[config.mk]
export PLATFORM = sky130hd
export DESIGN_NAME = pulse_interval_reporter_core
export DESIGN_NICKNAME = d
export VERILOG_FILES = /design/src/rtl/pir_pkg.sv /design/src/rtl/pir_queue.sv /design/src/rtl/pir_front.sv /design/src/rtl/pir_back.sv /design/src/rtl/pulse_interval_reporter_core.sv
export SDC_FILE = /design/constraint.sdc
export NUM_CORES = 1
export LEC_CHECK = 0
export BUFFER_PORTS_ARGS = -buffer_cell sky130_fd_sc_hd__buf_2
export CAP_MARGIN = 20
export CORE_MARGIN = 10
export CORE_UTILIZATION = 55
export DETAILED_ROUTE_END_ITERATION = 6
export GPL_ROUTABILITY_DRIVEN = 0
export PLACE_DENSITY_LB_ADDON = 0.05
export SYNTH_ARGS = -nofsm -noshare
export SYNTH_HDL_FRONTEND = slang
export SYNTH_HIERARCHICAL = 1
export SYNTH_SLANG_ARGS = --single-unit
[constraint.sdc]
create_clock -name i_clk -period 3.3 [get_ports i_clk]
set_clock_uncertainty 0.15 [all_clocks]
set_input_delay 0.33 -clock i_clk [delete_from_list [all_inputs] [get_ports i_clk]]
set_output_delay 0.33 -clock i_clk [all_outputs]
set_load 0.01 [all_outputs]
[src/rtl/pir_pkg.sv]
// ----------------------------------------------------------------------------
// pir_pkg
// Types, codes and helpers shared by the pulse interval reporter modules.
// ----------------------------------------------------------------------------
package pir_pkg;

    localparam int COUNT_WIDTH  = 16;
    localparam int REPORT_WIDTH = 16;
    localparam int QUEUE_DEPTH  = 2;
    localparam int QPTR_W       = (QUEUE_DEPTH > 1) ? $clog2(QUEUE_DEPTH) : 1;
    localparam int QCNT_W       = $clog2(QUEUE_DEPTH + 1);

    localparam logic       FUNC_TICK   = 1'b0;
    localparam logic       FUNC_CMD    = 1'b1;

    localparam logic [7:0] CMD_START   = 8'd106;
    localparam logic [7:0] CMD_STOP    = 8'd182;
    localparam logic [7:0] REPLY_START = 8'd107;
    localparam logic [7:0] REPLY_STOP  = 8'd183;
    localparam logic [7:0] MARK_READY  = 8'd198;

    localparam logic [1:0] IDX_MARK    = 2'd0;
    localparam logic [1:0] IDX_LOW     = 2'd1;
    localparam logic [1:0] IDX_HIGH    = 2'd2;

    typedef struct packed {
        logic       func;
        logic       pin_level;
        logic [7:0] rx_byte;
    } t_in_item;

    typedef struct packed {
        logic [7:0] tx_byte;
        logic       last;
    } t_out_item;

    typedef enum logic [1:0] {
        JOB_START,
        JOB_STOP,
        JOB_REPORT
    } t_job_kind;

    typedef struct packed {
        t_job_kind                 kind;
        logic [REPORT_WIDTH-1:0]   value;
    } t_job;

    function automatic logic [REPORT_WIDTH-1:0] to_report(
        input logic [COUNT_WIDTH-1:0] sum
    );
        logic [COUNT_WIDTH+REPORT_WIDTH-1:0] wide;
        wide = (COUNT_WIDTH + REPORT_WIDTH)'(sum);
        return wide[REPORT_WIDTH-1:0];
    endfunction

endpackage

[src/rtl/pir_queue.sv]
// ----------------------------------------------------------------------------
// pir_queue
// Short job queue between the classifying front and the byte-emitting back.
// ----------------------------------------------------------------------------
module pir_queue
    import pir_pkg::*;
(
    input  logic  i_clk,
    input  logic  i_rst_n,
    input  logic  i_push,
    input  t_job  i_push_job,
    output logic  o_full,
    input  logic  i_pop,
    output logic  o_head_valid,
    output t_job  o_head_job
);

    t_job              r_mem [QUEUE_DEPTH];
    logic [QPTR_W-1:0] r_wr_ptr, n_wr_ptr;
    logic [QPTR_W-1:0] r_rd_ptr, n_rd_ptr;
    logic [QCNT_W-1:0] r_count,  n_count;

    assign o_full       = (r_count == QCNT_W'(QUEUE_DEPTH));
    assign o_head_valid = (r_count != '0);
    assign o_head_job   = r_mem[r_rd_ptr];

    always_comb begin
        n_wr_ptr = r_wr_ptr;
        n_rd_ptr = r_rd_ptr;
        n_count  = r_count;
        if (i_push) begin
            n_wr_ptr = (r_wr_ptr == QPTR_W'(QUEUE_DEPTH - 1)) ? '0 : r_wr_ptr + 1'b1;
        end
        if (i_pop) begin
            n_rd_ptr = (r_rd_ptr == QPTR_W'(QUEUE_DEPTH - 1)) ? '0 : r_rd_ptr + 1'b1;
        end
        if (i_push && !i_pop) begin
            n_count = r_count + 1'b1;
        end else if (!i_push && i_pop) begin
            n_count = r_count - 1'b1;
        end
    end

    always_ff @(posedge i_clk) begin
        if (!i_rst_n) begin
            r_wr_ptr <= '0;
            r_rd_ptr <= '0;
            r_count  <= '0;
        end else begin
            r_wr_ptr <= n_wr_ptr;
            r_rd_ptr <= n_rd_ptr;
            r_count  <= n_count;
        end
    end

    always_ff @(posedge i_clk) begin
        if (i_push) begin
            r_mem[r_wr_ptr] <= i_push_job;
        end
    end

    a_no_overflow: assert property (@(posedge i_clk) disable iff (!i_rst_n)
        i_push |-> (!o_full || i_pop))
        else $error("job pushed into full queue");

    a_no_underflow: assert property (@(posedge i_clk) disable iff (!i_rst_n)
        i_pop |-> o_head_valid)
        else $error("job popped from empty queue");

    a_count_bound: assert property (@(posedge i_clk) disable iff (!i_rst_n)
        r_count <= QCNT_W'(QUEUE_DEPTH))
        else $error("queue count beyond depth");

endmodule

[src/rtl/pir_front.sv]
// ----------------------------------------------------------------------------
// pir_front
// Accepts ticks and command bytes, tracks pulse phases and issues jobs.
// ----------------------------------------------------------------------------
module pir_front
    import pir_pkg::*;
(
    input  logic      i_clk,
    input  logic      i_rst_n,
    input  logic      i_in_valid,
    output logic      o_in_stall,
    input  t_in_item  i_in_data,
    input  logic      i_queue_full,
    output logic      o_push,
    output t_job      o_push_job
);

    logic                   r_on,   n_on;
    logic                   r_high, n_high;
    logic [COUNT_WIDTH-1:0] r_tick, n_tick;
    logic [COUNT_WIDTH-1:0] r_low,  n_low;
    logic [COUNT_WIDTH-1:0] r_half, n_half;
    logic [COUNT_WIDTH-1:0] tick_inc;
    logic [COUNT_WIDTH-1:0] half_new;
    logic [COUNT_WIDTH-1:0] sum;
    logic                   accept;

    assign o_in_stall = i_queue_full;
    assign accept     = i_in_valid && !i_queue_full;
    assign tick_inc   = r_tick + COUNT_WIDTH'(1);
    assign half_new   = tick_inc >> 1;
    assign sum        = r_half + half_new + r_low;

    always_comb begin
        n_on             = r_on;
        n_high           = r_high;
        n_tick           = r_tick;
        n_low            = r_low;
        n_half           = r_half;
        o_push           = 1'b0;
        o_push_job.kind  = JOB_START;
        o_push_job.value = to_report(sum);
        if (accept) begin
            if (i_in_data.func == FUNC_CMD) begin
                if (i_in_data.rx_byte == CMD_START) begin
                    n_on            = 1'b1;
                    o_push          = 1'b1;
                    o_push_job.kind = JOB_START;
                end else if (i_in_data.rx_byte == CMD_STOP) begin
                    n_on            = 1'b0;
                    n_tick          = '0;
                    n_low           = '0;
                    n_half          = '0;
                    o_push          = 1'b1;
                    o_push_job.kind = JOB_STOP;
                end
            end else begin
                n_tick = tick_inc;
                if (r_on) begin
                    if (i_in_data.pin_level && !r_high) begin
                        n_high = 1'b1;
                        n_low  = tick_inc;
                        n_tick = '0;
                    end else if (!i_in_data.pin_level && r_high) begin
                        n_high = 1'b0;
                        n_half = half_new;
                        n_tick = '0;
                        if (r_half != '0 && r_low > COUNT_WIDTH'(1)) begin
                            o_push          = 1'b1;
                            o_push_job.kind = JOB_REPORT;
                        end
                    end
                end
            end
        end
    end

    always_ff @(posedge i_clk) begin
        if (!i_rst_n) begin
            r_on   <= 1'b0;
            r_high <= 1'b0;
            r_tick <= '0;
            r_low  <= '0;
            r_half <= '0;
        end else begin
            r_on   <= n_on;
            r_high <= n_high;
            r_tick <= n_tick;
            r_low  <= n_low;
            r_half <= n_half;
        end
    end

endmodule

[src/rtl/pir_back.sv]
// ----------------------------------------------------------------------------
// pir_back
// Takes jobs from the queue and sends their bytes through an output register.
// ----------------------------------------------------------------------------
module pir_back
    import pir_pkg::*;
(
    input  logic       i_clk,
    input  logic       i_rst_n,
    input  logic       i_head_valid,
    input  t_job       i_head_job,
    output logic       o_pop,
    output logic       o_out_valid,
    input  logic       i_out_stall,
    output t_out_item  o_out_data
);

    logic      [1:0] r_idx, n_idx;
    logic            r_out_valid, n_out_valid;
    t_out_item       r_out;
    t_out_item       byte_sel;
    logic            slot_free;
    logic            load;

    assign slot_free   = !r_out_valid || !i_out_stall;
    assign load        = slot_free && i_head_valid;
    assign o_out_valid = r_out_valid;
    assign o_out_data  = r_out;

    always_comb begin
        byte_sel.tx_byte = REPLY_START;
        byte_sel.last    = 1'b1;
        unique case (i_head_job.kind)
            JOB_START: begin
                byte_sel.tx_byte = REPLY_START;
            end
            JOB_STOP: begin
                byte_sel.tx_byte = REPLY_STOP;
            end
            JOB_REPORT: begin
                unique case (r_idx)
                    IDX_MARK: begin
                        byte_sel.tx_byte = MARK_READY;
                        byte_sel.last    = 1'b0;
                    end
                    IDX_LOW: begin
                        byte_sel.tx_byte = i_head_job.value[7:0];
                        byte_sel.last    = 1'b0;
                    end
                    default: begin
                        byte_sel.tx_byte = i_head_job.value[15:8];
                    end
                endcase
            end
            default: begin
                byte_sel.tx_byte = REPLY_START;
            end
        endcase

        o_pop       = load && byte_sel.last;
        n_idx       = r_idx;
        n_out_valid = r_out_valid && i_out_stall;
        if (load) begin
            n_out_valid = 1'b1;
            n_idx       = byte_sel.last ? IDX_MARK : r_idx + 1'b1;
        end
    end

    always_ff @(posedge i_clk) begin
        if (!i_rst_n) begin
            r_idx       <= IDX_MARK;
            r_out_valid <= 1'b0;
        end else begin
            r_idx       <= n_idx;
            r_out_valid <= n_out_valid;
        end
    end

    always_ff @(posedge i_clk) begin
        if (load) begin
            r_out <= byte_sel;
        end
    end

    a_idx_in_report: assert property (@(posedge i_clk) disable iff (!i_rst_n)
        (r_idx != IDX_MARK) |-> (i_head_valid && i_head_job.kind == JOB_REPORT))
        else $error("byte index advanced outside a report job");

    a_idx_range: assert property (@(posedge i_clk) disable iff (!i_rst_n)
        r_idx != 2'd3)
        else $error("byte index out of range");

    a_pop_on_last: assert property (@(posedge i_clk) disable iff (!i_rst_n)
        o_pop |=> (o_out_valid && o_out_data.last))
        else $error("job retired without its final byte");

endmodule

[src/rtl/pulse_interval_reporter_core.sv]
// ----------------------------------------------------------------------------
// pulse_interval_reporter_core
// Pulse period reporter: classifying front, job queue and byte-sending back.
// ----------------------------------------------------------------------------
// The front takes one item per cycle while the two-entry job queue has room;
// the back sends one byte per cycle, while the receiver does not stall, through
// a registered output: a command reply is a single byte and a falling-edge
// report three (ready marker, low byte, high byte). Items that give no bytes
// are handled at the front only. Sustained throughput is thus set by the
// number of bytes the back sends for each item.
module pulse_interval_reporter_core
    import pir_pkg::*;
(
    input  logic       i_clk,
    input  logic       i_rst_n,
    input  logic       i_in_valid,
    output logic       o_in_stall,
    input  t_in_item   i_in_data,
    output logic       o_out_valid,
    input  logic       i_out_stall,
    output t_out_item  o_out_data
);

    logic push;
    t_job push_job;
    logic queue_full;
    logic pop;
    logic head_valid;
    t_job head_job;

    pir_front u_front (
        .i_clk        (i_clk),
        .i_rst_n      (i_rst_n),
        .i_in_valid   (i_in_valid),
        .o_in_stall   (o_in_stall),
        .i_in_data    (i_in_data),
        .i_queue_full (queue_full),
        .o_push       (push),
        .o_push_job   (push_job)
    );

    pir_queue u_queue (
        .i_clk        (i_clk),
        .i_rst_n      (i_rst_n),
        .i_push       (push),
        .i_push_job   (push_job),
        .o_full       (queue_full),
        .i_pop        (pop),
        .o_head_valid (head_valid),
        .o_head_job   (head_job)
    );

    pir_back u_back (
        .i_clk        (i_clk),
        .i_rst_n      (i_rst_n),
        .i_head_valid (head_valid),
        .i_head_job   (head_job),
        .o_pop        (pop),
        .o_out_valid  (o_out_valid),
        .i_out_stall  (i_out_stall),
        .o_out_data   (o_out_data)
    );

endmodule

==> results of run 1 <==
==> power by group through the flow <==
stage                     combinational [W]  clock [W]  sequential [W]
after floorplan                   0.0000329          0         0.00134
after global placement            0.0000532          0         0.00134
after detailed placement          0.0000545          0         0.00134
after CTS                         0.0000548   0.000757         0.00131
after global routing              0.0000606   0.000806         0.00131
final                             0.0000544   0.000732         0.00131
==> what timing repair did <==
| item | in CTS | in global routing |
|---|---|---|
| endpoints found under the setup margin | 12 | 16 |
| setup buffers | 3 | 3 |
| pin swaps | 9 | 17 |
| gates resized for setup | 18 | 23 |
==> cell usage after synthesis, drive strengths merged, types with 2 or more instances <==
library cell	count	area, sq um
a22o	4	35.03
a21oi	15	75.07
nor2b	36	225.2
buf	12	87.58
nand4	5	46.29
a21o	7	52.55
dfxtp	57	1141
nand4bb	2	22.52
and3	7	43.79
nor3b	2	15.01
nand2b	2	12.51
inv	26	97.59
nor3	8	45.04
o21bai	3	22.52
nor4bb	2	20.02
a21boi	4	33.78
o21ai	18	90.09
a31oi	8	50.05
o21a	4	31.28
nand2	38	142.6
ha	22	275.3
and2	10	62.56
mux2	20	225.2
or3	4	30.03
and3b	3	26.28
nor4	7	43.79
nand3	9	50.05
o22ai	13	81.33
nor2	23	88.84
fa	16	320.3
clkbuf	7	26.28
or2	8	50.06
xor2	15	131.4
a221oi	2	23.77
mux2i	23	230.2
xnor2	15	131.4
edfxtp	45	1351
==> layer usage <==
metal / wire length [um] / up-vias / global-route usage, %
met3: 387 / 20 / 2.420
met5: 0 / - / 0
met2: 5316 / 71 / 25.07
li1: - / 1915 / -
met4: 288 / 0 / 6.410
met1: 4917 / 1796 / 19.59
==> path summary, 6_finish.rpt <==
kind / from / endpoint / slack (ns) / depth (start not counted)
setup / recovery: u_front/r_tick[3] / u_queue/r_mem[1][15] / -0.03 / 11
hold / removal: i_out_stall / u_back/o_out_valid / 0.08 / 3
hold reg to reg: u_back/r_idx[1] / u_back/r_idx[1] / 0.31 / 2
setup reg to reg: u_front/r_tick[3] / u_queue/r_mem[1][15] / -0.03 / 11
==> worst max-delay path: cells and delay by family (launching register included) <==
kind | cells | cell delay, ns
XOR/XNOR | 2 | 0.29
adder cells (fa/ha/maj) | 2 | 0.65
AND/OR/NAND/NOR | 3 | 0.96
AO/OA/AOI/OAI | 4 | 0.65
flip-flops | 1 | 0.36
==> sequential cells by signal (all words and copies together) (netlist names), named ones only <==
register and cells:
u_back/o_out_data 9, u_queue/r_mem 36, u_front/r_half 15, u_queue/r_count 2
u_queue/r_rd_ptr 1, u_front/r_high 1, u_back/o_out_valid 1, u_front/r_tick 16
u_back/r_idx 2, u_front/r_low 16, u_front/r_on 1, u_queue/r_wr_ptr 1
==> through the flow <==
stage	hold WS (ns)	setup slack, ns	util, %	total power, W	cell area (sq um)
after detailed placement	0.2998	-0.2112	60.97	0.001394	5959
final	0.07900	-0.02731	65.08	0.002095	6361
after CTS	0.06570	0.0005269	63.63	0.002121	6220
after floorplan	0.2808	0.002532	-	0.001372	5554
after global routing	0.09461	-0.1882	65.08	0.002176	6361
after global placement	0.2900	-0.1261	60.97	0.001392	5959
==> logic make-up (layout without fill, tap and decap cells) <==
| group | count (synthesis) | count (layout) | synth area share [%] |
|---|---|---|---|
| compound gates | 85 | 85 | 10.04 |
| flops | 102 | 102 | 45.14 |
| xor+xnor | 30 | 30 | 4.759 |
| simple gates | 169 | 169 | 17.20 |
| fa+ha+maj | 38 | 38 | 10.79 |
| buf+inv | 45 | 103 | 3.830 |
| mux | 43 | 43 | 8.248 |
==> final cells by class <==
type	count	area [sq um]	area share (%)
multi-input cells	365	3010	47.32
flip-flops and latches	102	2506	39.40
well taps	133	166.4	2.616
repair buffers	61	397.9	6.255
clock inverters	7	58.81	0.9245
clock buffers	9	123.9	1.947
inverters	26	97.59	1.534
==> metrics.md, run 1 <==
| Metric | Value |
|---|---|
| Die area | `0.01445 sq mm` |
| Largest net degree at the start of global routing | `46` |
| Aggregate global routing overflow | `0` |
| Most used cell, CP | `or3_4` |
| Die W | `120.2 um` |
| Pwr dens | `329.3 mW/mm^2` |
| Syn. warnings | `6` |
| Initial Utilization | `56.49%` |
| TritonCTS clock tree | `done` |
| Failing checks | `negative setup slack` |
| Synth Register Bits | `102` |
| DRC viols | `0` |
| Largest stage delay, worst path | `0.44 ns` |
| Synth Instances | `512` |
| Pint | `0.001615 W` |
| # fillers | `786` |
| Critical Path RT | `3.25 ns` |
| Layout Area Growth over Synthesis | `15.21%` |
| Inserted Clock Buffers | `9` |
| PnR worst setup slack | `-0.02731 ns` |
| CTS Sinks | `102` |
| Highest clock rate | `300.5 MHz` |
| Antenna Nets Post-Route | `0` |
| Slowest cell on crit path | `or3_4` |
| Power share of the clock group | `34.9%` |
| Post-synth EDFFs | `45` |
| Worst Hold Class | `in2reg` |
| Status | `finished, violations left` |
| # IOs | `25` |
| Max VDD drop | `214.1 uV` |
| First-pass GRT wire length | `18.06 mm` |
| CTS H-tree lvls | `3` |
| Clock latency on the worst-skew pair | `0.37 ns` |
| Worst-path clk slew | `0.10 ns` |
| GR Util All Layers | `15.24%` |
| Final Cycle Share | `100.8%` |
| Sequential area share after synthesis | `45.14%` |
| Vias per Instance | `5.408` |
| Final Hold Fails | `0` |
| Worst Tran Pin Value | `0.6706 ns` |
| Reg power frac | `62.5%` |
| DR WL/cell | `15.52 um` |
| CP arrival | `3.28 ns` |
| Maxcap violations | `0` |
| Vias in the first global route | `3757` |
| Final Setup Violations | `2` |
| IO buf count | `24` |
| Commonest non-fill, non-tap cell in the layout | `dfxtp_1` |
| Worst Path Class, Setup | `reg2reg` |
| Clock root buffer master | `clkbuf_8` |
| Row Count | `36` |
| Commonest cells after routing, fill and taps aside | `50 x dfxtp_1, 45 x edfxtp_1, 37 x buf_4, 37 x nand2_1, 36 x nor2b_1` |
| Non-Filler Instances | `703` |
| Core Footprint | `0.009774 sq mm` |
| Post-Syn Area | `0.005522 sq mm` |
| CTS Hold Buffers Added | `0` |
| Final Slew Violations | `0` |
| Top_reg_cell synth | `dfxtp_1` |
| Initial antenna violation count | `0` |
| Combinational share of power | `2.6%` |
| Starting DRT DRC Count | `222` |
| Syn nets | `564` |
| Share of cells above drive strength 1 | `26.67%` |
| Worst setup EP type | `flop` |
| RSZ-0062 raised after global routing | `true` |
| Avg Cell Area, Syn | `10.78 sq um` |
| Worst Setup Start Kind | `flop` |
| Final min period | `3.327 ns` |
| NetSw | `0.0004801 W` |
| Post-Route WL | `10.91 mm` |
| Fin nets | `617` |
| Final setup TNS | `-0.04940 ns` |
| DIE HEIGHT | `120.2 um` |
| Antenna diode count | `0` |
| Routed vias | `3802` |
| Leakage | `2.720 nW` |
| Placed cells | `681` |
| 1st-pass router iterations | `4` |
| Slew HR | `55.20%` |
| Sw frac | `22.92%` |
| Asr flop ratio synth | `0%` |
| CTS Buffer Depth | `2` |
| HPWL after DPL | `8.318 mm` |
| Synth unique cells | `62` |
| Critical-path cell list | `nand4_4 -> or3_4 -> xnor2_4 -> fa_1 -> ha_2 -> or3_4 -> a211o_1 -> a21oi_2 -> o21ai_1 -> a31oi_1 -> xnor2_1` |
| Largest fanout on the critical path | `5` |
Power figures use the tool's default switching activity.
==> inputs of run 2 (changes only) <==
--- a/config.mk
+++ b/config.mk
@@ -10,7 +10,8 @@
 export CORE_MARGIN = 10
 export CORE_UTILIZATION = 55
+export CTS_BUF_LIST = sky130_fd_sc_hd__clkbuf_4 sky130_fd_sc_hd__clkbuf_8 sky130_fd_sc_hd__clkbuf_16
 export DETAILED_ROUTE_END_ITERATION = 6
 export GPL_ROUTABILITY_DRIVEN = 0
-export PLACE_DENSITY_LB_ADDON = 0.05
+export PLACE_DENSITY = 0.75
 export SYNTH_ARGS = -nofsm -noshare
 export SYNTH_HDL_FRONTEND = slang
==> constraint.sdc (replaced) <==
create_clock -name i_clk -period 3.3 [get_ports i_clk]
set_clock_uncertainty 0.15 [all_clocks]
set_input_delay 0.165 -clock i_clk [delete_from_list [all_inputs] [get_ports i_clk]]
set_output_delay 0.165 -clock i_clk [all_outputs]
set_load 0.01 [all_outputs]
==> metrics.md, run 2 (synthesized netlist as in run 1, its figures left out) <==
| Metric | Value |
|---|---|
| # IOs | `25 (unchanged)` |
| RSZ-0062 raised after global routing | `true (unchanged)` |
| Area of the multi-input gates | `0.003027 sq mm (was 0.003010 sq mm)` |
| Share of cells above drive strength 1 | `27.18% (was 26.67%)` |
| Worst Setup Start Kind | `flop (unchanged)` |
| First-pass GRT wire length | `18.77 mm (was 18.06 mm)` |
| Maxcap violations | `0 (unchanged)` |
| Register area | `0.002512 sq mm (was 0.002506 sq mm)` |
| Row Count | `36 (unchanged)` |
| Antenna diode count | `0 (unchanged)` |
| Worst-path clk slew | `0.10 ns (about the same)` |
| IO buf count | `24 (unchanged)` |
| # fillers | `718 (was 786)` |
| Worst Tran Pin Value | `0.6251 ns (was 0.6706 ns)` |
| Post-layout util | `65.86% (was 65.08%)` |
| Worst setup EP type | `flop (unchanged)` |
| Initial antenna violation count | `0 (unchanged)` |
| Routing usage on met1 | `19.59% (about the same)` |
| CTS Buffer Depth | `2 (unchanged)` |
| Routed vias | `3958 (was 3802)` |
| Slew HR | `58.24% (was 55.20%)` |
| CTS H-tree lvls | `3 (unchanged)` |
| DR WL/cell | `16.41 um (was 15.52 um)` |
| Largest net degree at the start of global routing | `29 (was 46)` |
| Final Hold Fails | `0 (unchanged)` |
| Busiest grt layer | `met2 (unchanged)` |
| CP arrival | `3.31 ns (was 3.28 ns)` |
| DRC viols | `0 (unchanged)` |
| GR Layer Usage met2 | `26.44% (was 25.07%)` |
| Failing checks | `negative setup slack (unchanged)` |
| Largest fanout on the critical path | `5 (unchanged)` |
| Die area | `0.01445 sq mm (unchanged)` |
| Antenna Nets Post-Route | `0 (unchanged)` |
| Largest regs | `u_queue/r_mem x36, u_front/r_low x16, u_front/r_tick x16 (unchanged)` |
| Commonest cells after routing, fill and taps aside | `49 x dfxtp_1, 45 x edfxtp_1, 38 x buf_4 (was 50 x dfxtp_1, 45 x edfxtp_1, 37 x buf_4, 37 x nand2_1, 36 x nor2b_1)` |
| Core Footprint | `0.009774 sq mm (unchanged)` |
| CTS Sinks | `102 (unchanged)` |
| TritonCTS clock tree | `done (unchanged)` |
| Pwr dens | `331.0 mW/mm^2 (was 329.3 mW/mm^2)` |
| Clock root buffer master | `clkbuf_8 (unchanged)` |
| 1st-pass router iterations | `4 (unchanged)` |
| Hold WS | `0.07906 ns (was 0.07900 ns)` |
| Commonest non-fill, non-tap cell in the layout | `dfxtp_1 (unchanged)` |
| Inserted Clock Buffers | `9 (unchanged)` |
| Critical Path RT | `3.27 ns (was 3.25 ns)` |
| Final min period | `3.339 ns (was 3.327 ns)` |
| Initial Utilization | `56.49% (unchanged)` |
| Max VDD drop | `249.3 uV (was 214.1 uV)` |
| Max FFs per register | `36 (unchanged)` |
| Final Slew Violations | `0 (unchanged)` |
| Starting DRT DRC Count | `206 (was 222)` |
| Vias in the first global route | `3866 (was 3757)` |
| Status | `finished, violations left (unchanged)` |
| Highest clock rate | `299.5 MHz (was 300.5 MHz)` |
| Die W | `120.2 um (unchanged)` |
| Worst Path Class, Setup | `reg2reg (unchanged)` |
| Largest register by flop count | `u_queue/r_mem (unchanged)` |
| Worst Hold Class | `in2reg (unchanged)` |
| Leakage | `2.740 nW (was 2.720 nW)` |
| GR Util All Layers | `15.79% (was 15.24%)` |
| Final Setup Violations | `8 (was 2)` |
| Vias per Instance | `5.598 (was 5.408)` |
| Fin nets | `621 (was 617)` |
| DIE HEIGHT | `120.2 um (unchanged)` |
| GR Util met3 | `3.955% (was 2.420%)` |
| Clock latency on the worst-skew pair | `0.38 ns (was 0.37 ns)` |
| Layout Area Growth over Synthesis | `16.59% (was 15.21%)` |
| Final Cycle Share | `101.2% (was 100.8%)` |
| PnR worst setup slack | `-0.03942 ns (was -0.02731 ns)` |
| HPWL after DPL | `8.480 mm (was 8.318 mm)` |
| Aggregate global routing overflow | `0 (unchanged)` |
| Post-Route WL | `11.60 mm (was 10.91 mm)` |
run 2: cell count changes in the layout (fill, tap and decap cells not counted), sizes merged:
cell | previous run | this run
clkinvlp | 0 | 1
dlygate4sd3 | 0 | 2
clkinv | 5 | 3
inv | 28 | 29
buf | 61 | 63
run 2: through the flow:
stage	cells	TNS, ns	setup slack [ns]	total power (W)	instance area, sq um
detailed placement	682	-1.193	-0.1990	0.001394	5979
global placement	682	-0.5758	-0.1242	0.001392	5979
floorplan	512	0	0.002532	0.001372	5554
CTS	704	-0.03692	-0.01849	0.002150	6297
finish	707	-0.1981	-0.03942	0.002131	6437
global route	707	-1.547	-0.1943	0.002206	6437
run 2: layer usage:
layer	wire length (um)	part of all wire [%]
met3	473	4.1
met4	217	1.9
met1	5110	44
met2	5798	50
met5	0	0
run 2: where the power goes:
group	internal [W]	switching [W]
logic	0.0000252	0.0000328
clock network	0.000291	0.000473
registers	0.00131	0.00000213
run 2: worst paths after layout:
| path | from | end | slack [ns] | depth (start not counted) |
|---|---|---|---|---|
| setup / recovery | u_front/r_tick[4] | u_queue/r_mem[1][15] | -0.04 | 14 |
| setup reg to reg | u_front/r_tick[4] | u_queue/r_mem[1][15] | -0.04 | 14 |
| hold / removal | i_rst_n | u_front/r_high | 0.08 | 2 |
| hold reg to reg | u_front/r_tick[15] | u_front/r_tick[15] | 0.33 | 2 |
run 2: worst max-delay path: stages, from the launching register on:
cell,delay (ns)
dfxtp_2,0.37
nand4_4,0.13
buf_4,0.16
nor3_4,0.15
nand2_2,0.10
xor2_2,0.17
inv_1,0.07
fa_1,0.43
ha_2,0.19
or3_4,0.38
a211o_1,0.25
a21oi_2,0.14
o21ai_1,0.08
a31oi_1,0.20
xnor2_1,0.10
run 2: area by class of cell:
type                       instances  area share [%]
clock buffer                       9           1.924
clock inverter                     7           1.011
inverter                          26           1.516
multi-input combinational        365           47.02
sequential                       102           39.03
tap                              133           2.585
timing repair buffer              65           6.919
run 2: repair_timing:
action,CTS,global route
hold endpoints to repair,2,0
resized for setup,23,22
hold buffers,2,0
endpoints found under the setup margin,12,16
cloned,0,0
pin swaps,15,15
buffers inserted,4,3
==> inputs of run 3 (changes only) <==
- HOLD_SLACK_MARGIN: unset -> 0.1
==> metrics.md, run 3 (synthesized netlist as in run 1, its figures left out) <==
| Metric | Value |
|---|---|
| Clock latency on the worst-skew pair | `0.38 ns (about the same)` |
| Initial Utilization | `56.49% (unchanged)` |
| Vias per Instance | `5.622 (was 5.598)` |
| Worst Path Class, Setup | `reg2reg (unchanged)` |
| TritonCTS clock tree | `done (unchanged)` |
| Final min period | `3.338 ns (was 3.339 ns)` |
| Placed cells | `682 (unchanged)` |
| HPWL after DPL | `8.480 mm (unchanged)` |
| DR WL/cell | `16.39 um (was 16.41 um)` |
| CP arrival | `3.31 ns (about the same)` |
| Worst setup EP type | `flop (unchanged)` |
| Worst Setup Start Kind | `flop (unchanged)` |
| Final Setup Violations | `8 (unchanged)` |
| Final Hold Fails | `0 (unchanged)` |
| DRC viols | `0 (unchanged)` |
| Largest register by flop count | `u_queue/r_mem (unchanged)` |
| CTS H-tree lvls | `3 (unchanged)` |
| Inserted Clock Buffers | `9 (unchanged)` |
| Fin nets | `623 (was 621)` |
| Row Count | `36 (unchanged)` |
| Worst-path clk slew | `0.11 ns (was 0.10 ns)` |
| GR Util All Layers | `15.81% (was 15.79%)` |
| Die area | `0.01445 sq mm (unchanged)` |
| Pwr dens | `330.0 mW/mm^2 (was 331.0 mW/mm^2)` |
| Max VDD drop | `250.4 uV (was 249.3 uV)` |
| Commonest non-fill, non-tap cell in the layout | `dfxtp_1 (unchanged)` |
| Largest fanout on the critical path | `5 (unchanged)` |
| Starting DRT DRC Count | `263 (was 206)` |
| Clock root buffer master | `clkbuf_8 (unchanged)` |
| Die W | `120.2 um (unchanged)` |
| 1st-pass router iterations | `5 (was 4)` |
| Core Footprint | `0.009774 sq mm (unchanged)` |
| Aggregate global routing overflow | `0 (unchanged)` |
| IO buf count | `24 (unchanged)` |
| Layout Area Growth over Synthesis | `16.95% (was 16.59%)` |
| Maxcap violations | `0 (unchanged)` |
| Largest net degree at the start of global routing | `29 (unchanged)` |
| Final Slew Violations | `0 (unchanged)` |
| Routed vias | `3986 (was 3958)` |
| Max FFs per register | `36 (unchanged)` |
| PnR worst setup slack | `-0.03764 ns (was -0.03942 ns)` |
| Non-Filler Instances | `709 (was 707)` |
| Worst Tran Pin Value | `0.6217 ns (was 0.6251 ns)` |
| Commonest cells after routing, fill and taps aside | `49 x dfxtp_1, 45 x edfxtp_1, 38 x buf_4 (unchanged)` |
| Largest regs | `u_queue/r_mem x36, u_front/r_low x16, u_front/r_tick x16 (unchanged)` |
| CTS Buffer Depth | `2 (unchanged)` |
| Antenna diode count | `0 (unchanged)` |
| Share of cells above drive strength 1 | `27.08% (was 27.18%)` |
| RSZ-0062 raised after global routing | `true (unchanged)` |
| Leakage | `2.751 nW (was 2.740 nW)` |
| Post-Route WL | `11.62 mm (was 11.60 mm)` |
| CTS Sinks | `102 (unchanged)` |
| Final Cycle Share | `101.1% (was 101.2%)` |
| Antenna Nets Post-Route | `0 (unchanged)` |
| Status | `finished, violations left (unchanged)` |
| Slew HR | `58.47% (was 58.24%)` |
| DIE HEIGHT | `120.2 um (unchanged)` |
| Vias in the first global route | `3873 (was 3866)` |
| Post-layout util | `66.07% (was 65.86%)` |
| Failing checks | `negative setup slack (unchanged)` |
| Critical Path RT | `3.27 ns (about the same)` |
| Highest clock rate | `299.6 MHz (was 299.5 MHz)` |
| # IOs | `25 (unchanged)` |
| Initial antenna violation count | `0 (unchanged)` |
| Worst Hold Class | `in2reg (unchanged)` |
| First-pass GRT wire length | `18.80 mm (was 18.77 mm)` |
run 3: changes by cell type in the layout (fill, tap and decap cells not counted), sizes merged:
cell,change
dlygate4sd3,+2
run 3: critical path, cell delays in order, from the launching register on:
cell and delay (ns):
dfxtp_2 0.37, nand4_4 0.13, buf_4 0.16, nor3_4 0.15, nand2_2 0.10, xor2_2 0.17, inv_1 0.07, fa_1 0.43
ha_2 0.19, or3_4 0.38, a211o_1 0.25, a21oi_2 0.14, o21ai_1 0.08, a31oi_1 0.20, xnor2_1 0.10
run 3: repair_timing:
action,CTS,global route
hold buffers,4,0
setup endpoints to repair,12,16
gates resized for setup,23,22
setup buffers,4,3
pin swaps,15,15
endpoints found under the hold margin,5,0
run 3: layout make-up:
type | instances | area (sq um)
clock inverters | 7 | 65.06
well taps | 133 | 166.4
repair buffers | 67 | 465.4
fillers | 716 | 3317
inverters | 26 | 97.59
flip-flops and latches | 102 | 2512
clock buffers | 9 | 123.9
multi-input cells | 365 | 3027
run 3: worst paths after layout:
check,from,to,slack (ns),depth (start not counted)
hold / removal,i_in_data[6],u_queue/r_mem[1][16],0.18,3
setup / recovery,u_front/r_tick[4],u_queue/r_mem[1][15],-0.04,14
setup reg to reg,u_front/r_tick[4],u_queue/r_mem[1][15],-0.04,14
hold reg to reg,u_front/r_tick[15],u_front/r_tick[15],0.33,2
run 3: layer usage:
metal  vias up  global-route usage, %  wire [um]  part of all wire, %
met2       111                  26.44       5767                   50
li1       1936                      -          -                    -
met3        17                  3.955        532                  4.6
met4         0                  5.053        228                  2.0
met5         -                      0          0                    0
met1      1922                  19.65       5088                   44
run 3: through the flow:
step / cell area, sq um / setup WS, ns / total power, W / hold slack (ns) / setup TNS [ns]
detailed placement: 5979 / -0.1990 / 0.001394 / 0.2840 / -1.193
finish: 6457 / -0.03764 / 0.002131 / 0.1797 / -0.1811
floorplan: 5554 / 0.002532 / 0.001372 / 0.1325 / 0
global placement: 5979 / -0.1242 / 0.001392 / 0.2726 / -0.5758
CTS: 6317 / -0.01849 / 0.002151 / 0.1658 / -0.03692
global route: 6457 / -0.1943 / 0.002207 / 0.1914 / -1.547
run 3: power by group:
group	switching [W]	internal, W
Clock	0.000472	0.000291
Sequential	0.00000214	0.00131
Combinational	0.0000330	0.0000263
